File: config.mk
export PLATFORM = sky130hd
export DESIGN_NAME = tkc_cell_chain
export DESIGN_NICKNAME = d
export VERILOG_FILES = /design/src/design/tkc_pkg.sv /design/src/design/tkc_cell.sv /design/src/design/tkc_cell_chain.sv
export SDC_FILE = /design/constraint.sdc
export NUM_CORES = 1
export LEC_CHECK = 0
export CAP_MARGIN = 25
export CORE_AREA = 4 4 204 206
export CTS_CLUSTER_SIZE = 28
export DETAILED_ROUTE_END_ITERATION = 8
export DIE_AREA = 0 0 208 210
export DONT_BUFFER_PORTS = 1
export GPL_TIMING_DRIVEN = 1
export HOLD_SLACK_MARGIN = 0.06
export PLACE_DENSITY = 0.49
export SETUP_SLACK_MARGIN = 0.15
export SYNTH_ARGS = -nofsm -noshare
export SYNTH_HDL_FRONTEND = slang
export SYNTH_SLANG_ARGS = --single-unit
File: constraint.sdc
create_clock -name clk -period 6.8 [get_ports clk]
set_input_delay 1.02 -clock clk [delete_from_list [all_inputs] [get_ports clk]]
set_output_delay 1.02 -clock clk [all_outputs]
set_load 0.005 [all_outputs]
File: src/design/tkc_pkg.sv
// ----------------------------------------------------------------------------
// tkc_pkg
// Shared types, codes, constants and character helpers for the keyword
// counter: opcodes, result kinds, controller states and cell control bundles.
// ----------------------------------------------------------------------------
package tkc_pkg;

  // Default sizes
  localparam int WORD_BYTES_DEF     = 32;
  localparam int STOP_ENTRIES_DEF   = 256;
  localparam int TOXIC_ENTRIES_DEF  = 256;
  localparam int UNIQUE_ENTRIES_DEF = 1024;
  localparam int COUNT_BITS_DEF     = 24;

  // Fixed field widths
  localparam int OPCODE_W = 3;
  localparam int BYTE_W   = 8;
  localparam int INDEX_W  = 8;
  localparam int KIND_W   = 2;
  localparam int HITS_W   = 9;
  localparam int TOTAL_W  = 24;
  localparam int UNIQ_W   = 11;

  localparam logic [HITS_W-1:0] HITS_MAX = '1;

  typedef enum logic [OPCODE_W-1:0] {
    OP_TEXT       = 3'd0,
    OP_END        = 3'd1,
    OP_CLEAR      = 3'd2,
    OP_STOP_BYTE  = 3'd3,
    OP_TOXIC_BYTE = 3'd4,
    OP_CLEAR_DICT = 3'd5,
    OP_READ       = 3'd6
  } op_t;

  typedef enum logic [KIND_W-1:0] {
    KIND_TOKEN = 2'd0,
    KIND_END   = 2'd1,
    KIND_READ  = 2'd2
  } kind_t;

  typedef enum logic [2:0] {
    ST_CLEAR,
    ST_IDLE,
    ST_STOP,
    ST_UNIQ,
    ST_TOX,
    ST_READ,
    ST_DONE
  } state_t;

  // Control from the controller to the cell chain
  typedef struct packed {
    logic wr;
    logic fold;
  } chain_ctl_t;

  // Control from the chain to one cell
  typedef struct packed {
    logic wr;
    logic fold;
    logic active;
  } cell_ctl_t;

  function automatic logic [BYTE_W-1:0] to_lower(input logic [BYTE_W-1:0] c);
    logic [BYTE_W-1:0] r;
    r = c;
    if (c >= 8'h41 && c <= 8'h5A) r = c + 8'd32;
    return r;
  endfunction

  function automatic logic is_delim(input logic [BYTE_W-1:0] c);
    return c == 8'h20 || c == 8'h09 || c == 8'h0A || c == 8'h2C || c == 8'h2E ||
           c == 8'h3A || c == 8'h3B || c == 8'h21 || c == 8'h3F || c == 8'h22 ||
           c == 8'h27;
  endfunction

  function automatic logic is_space(input logic [BYTE_W-1:0] c);
    return c == 8'h20 || (c >= 8'h09 && c <= 8'h0D);
  endfunction

  function automatic logic is_alnum(input logic [BYTE_W-1:0] c);
    return (c >= 8'h61 && c <= 8'h7A) || (c >= 8'h30 && c <= 8'h39);
  endfunction

endpackage

File: src/design/tkc_cell.sv
// ----------------------------------------------------------------------------
// tkc_cell
// One byte of the token buffer. Compares its byte with the matching byte of a
// table row and passes the running match on to the next cell.
// ----------------------------------------------------------------------------
module tkc_cell (
  input  logic                    clk,
  input  tkc_pkg::cell_ctl_t      ctl,
  input  logic [tkc_pkg::BYTE_W-1:0] byte_in,
  input  logic [tkc_pkg::BYTE_W-1:0] row_byte,
  input  logic                    match_in,
  output logic                    match_out,
  output logic [tkc_pkg::BYTE_W-1:0] tok
);
  import tkc_pkg::*;

  logic eq;

  always_ff @(posedge clk) begin
    if (ctl.wr) tok <= byte_in;
  end

  // toxic entries are folded to lowercase, the token already is
  assign eq = ctl.fold ? (to_lower(row_byte) == tok) : (row_byte == tok);
  assign match_out = match_in & (~ctl.active | eq);

endmodule

File: src/design/tkc_cell_chain.sv
// ----------------------------------------------------------------------------
// tkc_cell_chain
// Row of token cells. Loads kept bytes at the current length and ripples a
// match flag across the active cells against one table row per cycle.
// ----------------------------------------------------------------------------
module tkc_cell_chain #(
  parameter int WORD_BYTES = tkc_pkg::WORD_BYTES_DEF,
  localparam int LEN_W     = $clog2(WORD_BYTES + 1),
  localparam int IDX_W     = $clog2(WORD_BYTES)
) (
  input  logic                               clk,
  input  tkc_pkg::chain_ctl_t                ctl,
  input  logic [IDX_W-1:0]                   wr_idx,
  input  logic [tkc_pkg::BYTE_W-1:0]         byte_in,
  input  logic [WORD_BYTES*tkc_pkg::BYTE_W-1:0] row,
  input  logic [LEN_W-1:0]                   token_length,
  output logic                               match,
  output logic [WORD_BYTES*tkc_pkg::BYTE_W-1:0] tok_row
);
  import tkc_pkg::*;

  logic [WORD_BYTES:0] link;

  assign link[0] = 1'b1;
  assign match   = link[WORD_BYTES];

  for (genvar i = 0; i < WORD_BYTES; i++) begin : g_cell
    cell_ctl_t cctl;

    assign cctl.wr     = ctl.wr && (wr_idx == IDX_W'(i));
    assign cctl.fold   = ctl.fold;
    assign cctl.active = LEN_W'(i) < token_length;

    tkc_cell u_cell (
      .clk      (clk),
      .ctl      (cctl),
      .byte_in  (byte_in),
      .row_byte (row[i*BYTE_W +: BYTE_W]),
      .match_in (link[i]),
      .match_out(link[i+1]),
      .tok      (tok_row[i*BYTE_W +: BYTE_W])
    );
  end

endmodule

==> reports/results.tsv <==
metric	value	unit
p_leak	4.92	nW
synth_area_leader_cell	edfxtp_1	
core_area	39600	sq um
dr.max_layer_used	met4	
power.total	3.55	mW
grt_first_pass_wirelength	72.4	mm
hold_end	g_cell[17].u_cell.tok[3]	
place_ws	1.74	ns
netlist_area	14100	sq um
rsz0062_at_grt	no	
netlist_top_cells_area	edfxtp_1, xnor2_1, xor2_1, ha_1, nor2_1	
clk_pin_slew	0.07	ns
layout-drive-gt1-share	5.30	%
critPathLaunchType	input pin	
ant_nets	0	
synthXorXnorAreaFrac	15.0	%
top_register	g_cell.u_cell.tok	
wire_per_inst	29.1	um
hold_viol_final	0	
drv_cap	0	
cts_resized	0	
synthSimpleGateAreaFrac	14.2	%
io_pins	535	
clock-sinks	256	
critPathMaxFanout	15	
tns	0	ns
drt_wl_total	50.9	mm
yosysWarnings	0	
firstDrtPassIters	7	
synthMuxAreaShare	0.355	%
start_util	35.6	%
drc	0	
grt_pass1_vias	10302	
num_rows	73	
outcome	finished clean	
drt_iter0_drc	568	
peakVddDrop	0.173	mV
holdCritPathClass	input pin to flip-flop	
critPathKind	input pin to output port	
final_common_cell	edfxtp_1	
wl_met2	26.2	mm
ys_types	75	
placed_cells	1699	
cp.required	5.78	ns
grt_max_degree	40	
synth_fa_ha_area_share	2.84	%
arrival	3.88	ns
gp_congestion	0.863	
multi_input_area	6270	sq um
wl_met1	19.0	mm
synth_nets	1497	
antennaDiodeCount	0	
reg_top3	g_cell.u_cell.tok x256	
mostFrequentLayoutCells	edfxtp_1, xnor2_1, xor2_1, nor2_1, nor3_1	
synth-seq-cells	256	
cp-end-kind	output port	
cts_inserted_buffers	28	
nets	1514	
synthArstFlopShare	0	%
antenna_found_initial	1	
synth_top_flop_cell	edfxtp_1	
syn_avg_cell_area	11.9	sq um
synth_top_family_by_area	XOR/XNOR gates	
syn_to_final_growth	10.9	%
grt_remaining_overflow	0	
htreeDepth	1	
whs	0.565	ns
setup_viol	0	
maxSlewViolCount	0	
port-buffer-count	0	
grt_usage	21.9	%
num-fill-cells	3889	
synth_top_area_share	54.5	%
seq_area	7690	sq um
fin_cells	1751	
holdBufCountCts	0	
dp_hpwl	38.1	mm
tightest_slew	0.931	ns
synthCells	1187	
yosysSeqAreaShare	54.5	%
fmax	0.204	GHz
min_from	byte_in[3]	
cts_tree	yes	
slew_headroom	37.7	%
synth_compound_area_share	12.0	%
die_w	208	um
period_share	72.1	%
synth-edff-count	256	
largest_register_ff_count	256	
cts_root_buf	clkbuf_16	
power_density	227	nW/um^2
whs_path_depth	0	
vias_per_cell	5.80	
die_h	210	um
fin_ws	1.90	ns
min_period	4.90	ns
dieArea	43700	sq um
cts_setup_buffers	0	
wl_met3	4.82	mm
clk_path_buf_depth	3	
vias	10163	
area by class of cell:
cell class              instances  share of cell area (%)
flip-flops and latches        256                    49.1
well taps                     525                    4.20
repair buffers                  2                  0.0959
inverters                      26                   0.623
multi-input cells             890                    40.1
clock buffers                  29                    4.64
clock inverters                23                    1.27
cell families (layout without fill, tap and decap cells):
group                      after synthesis  in the layout
DFF                                    256            256
xor gates and xnor gates               241            241
muxes                                    5              5
buffers and inverters                   41             80
and+or+nand+nor                        375            375
adders and majority gates               32             32
AOI/OAI and AO/OA                      237            237
Yosys cell counts (14+ instances only):
cell,instances
inv_1,26
a31oi_1,21
nand3_1,49
clkbuf_1,14
o21ai_0,20
edfxtp_1,256
nor2_1,88
nor3_1,54
nand2_1,49
or3_1,21
nor4_1,18
xor2_1,110
a21o_1,15
ha_1,32
a21oi_1,49
nor2b_1,17
xnor2_1,130
stage by stage:
step | instance area (sq um) | utilization (%)
3_5_place_dp | 14700 | 37.2
4_1_cts | 15700 | 39.5
2_1_floorplan | 14100 | -
6_report | 15700 | 39.5
3_3_place_gp | 14700 | 37.2
5_1_grt | 15700 | 39.5
where the power goes:
part           total, mW  leakage (nW)  switching (mW)  internal, mW
registers           1.78          2.31          0.0210          1.76
clock network       1.53         0.447           0.644         0.888
logic              0.242          2.17           0.120         0.122
total               3.55          4.92           0.785          2.77
worst max path at each step:
stage / start / end / slack (ns) / cells past startpoint
final: token_length[5] / match / 1.90 / 8
after global routing: token_length[5] / match / 1.57 / 8
after CTS: token_length[5] / match / 1.73 / 8
after detailed placement: token_length[5] / match / 1.74 / 8
after global placement: token_length[5] / match / 1.71 / 8
after floorplan: row[53] / match / 2.44 / 9
critical path: stages:
cell and delay, ns:
or2_1 0.43, or3_1 0.54, nor2_1 0.18, a31oi_1 0.10
nor4_1 0.57, and4_1 0.41, nand3_1 0.13, nor4_2 0.50
layer usage:
layer / global-route usage (%) / up-vias
li1: - / 4607
met1: 25.5 / 5061
met2: 39.7 / 444
met3: 7.58 / 51
met4: 4.08 / 0
met5: 0 / -
(Power assumes the default switching activity.)
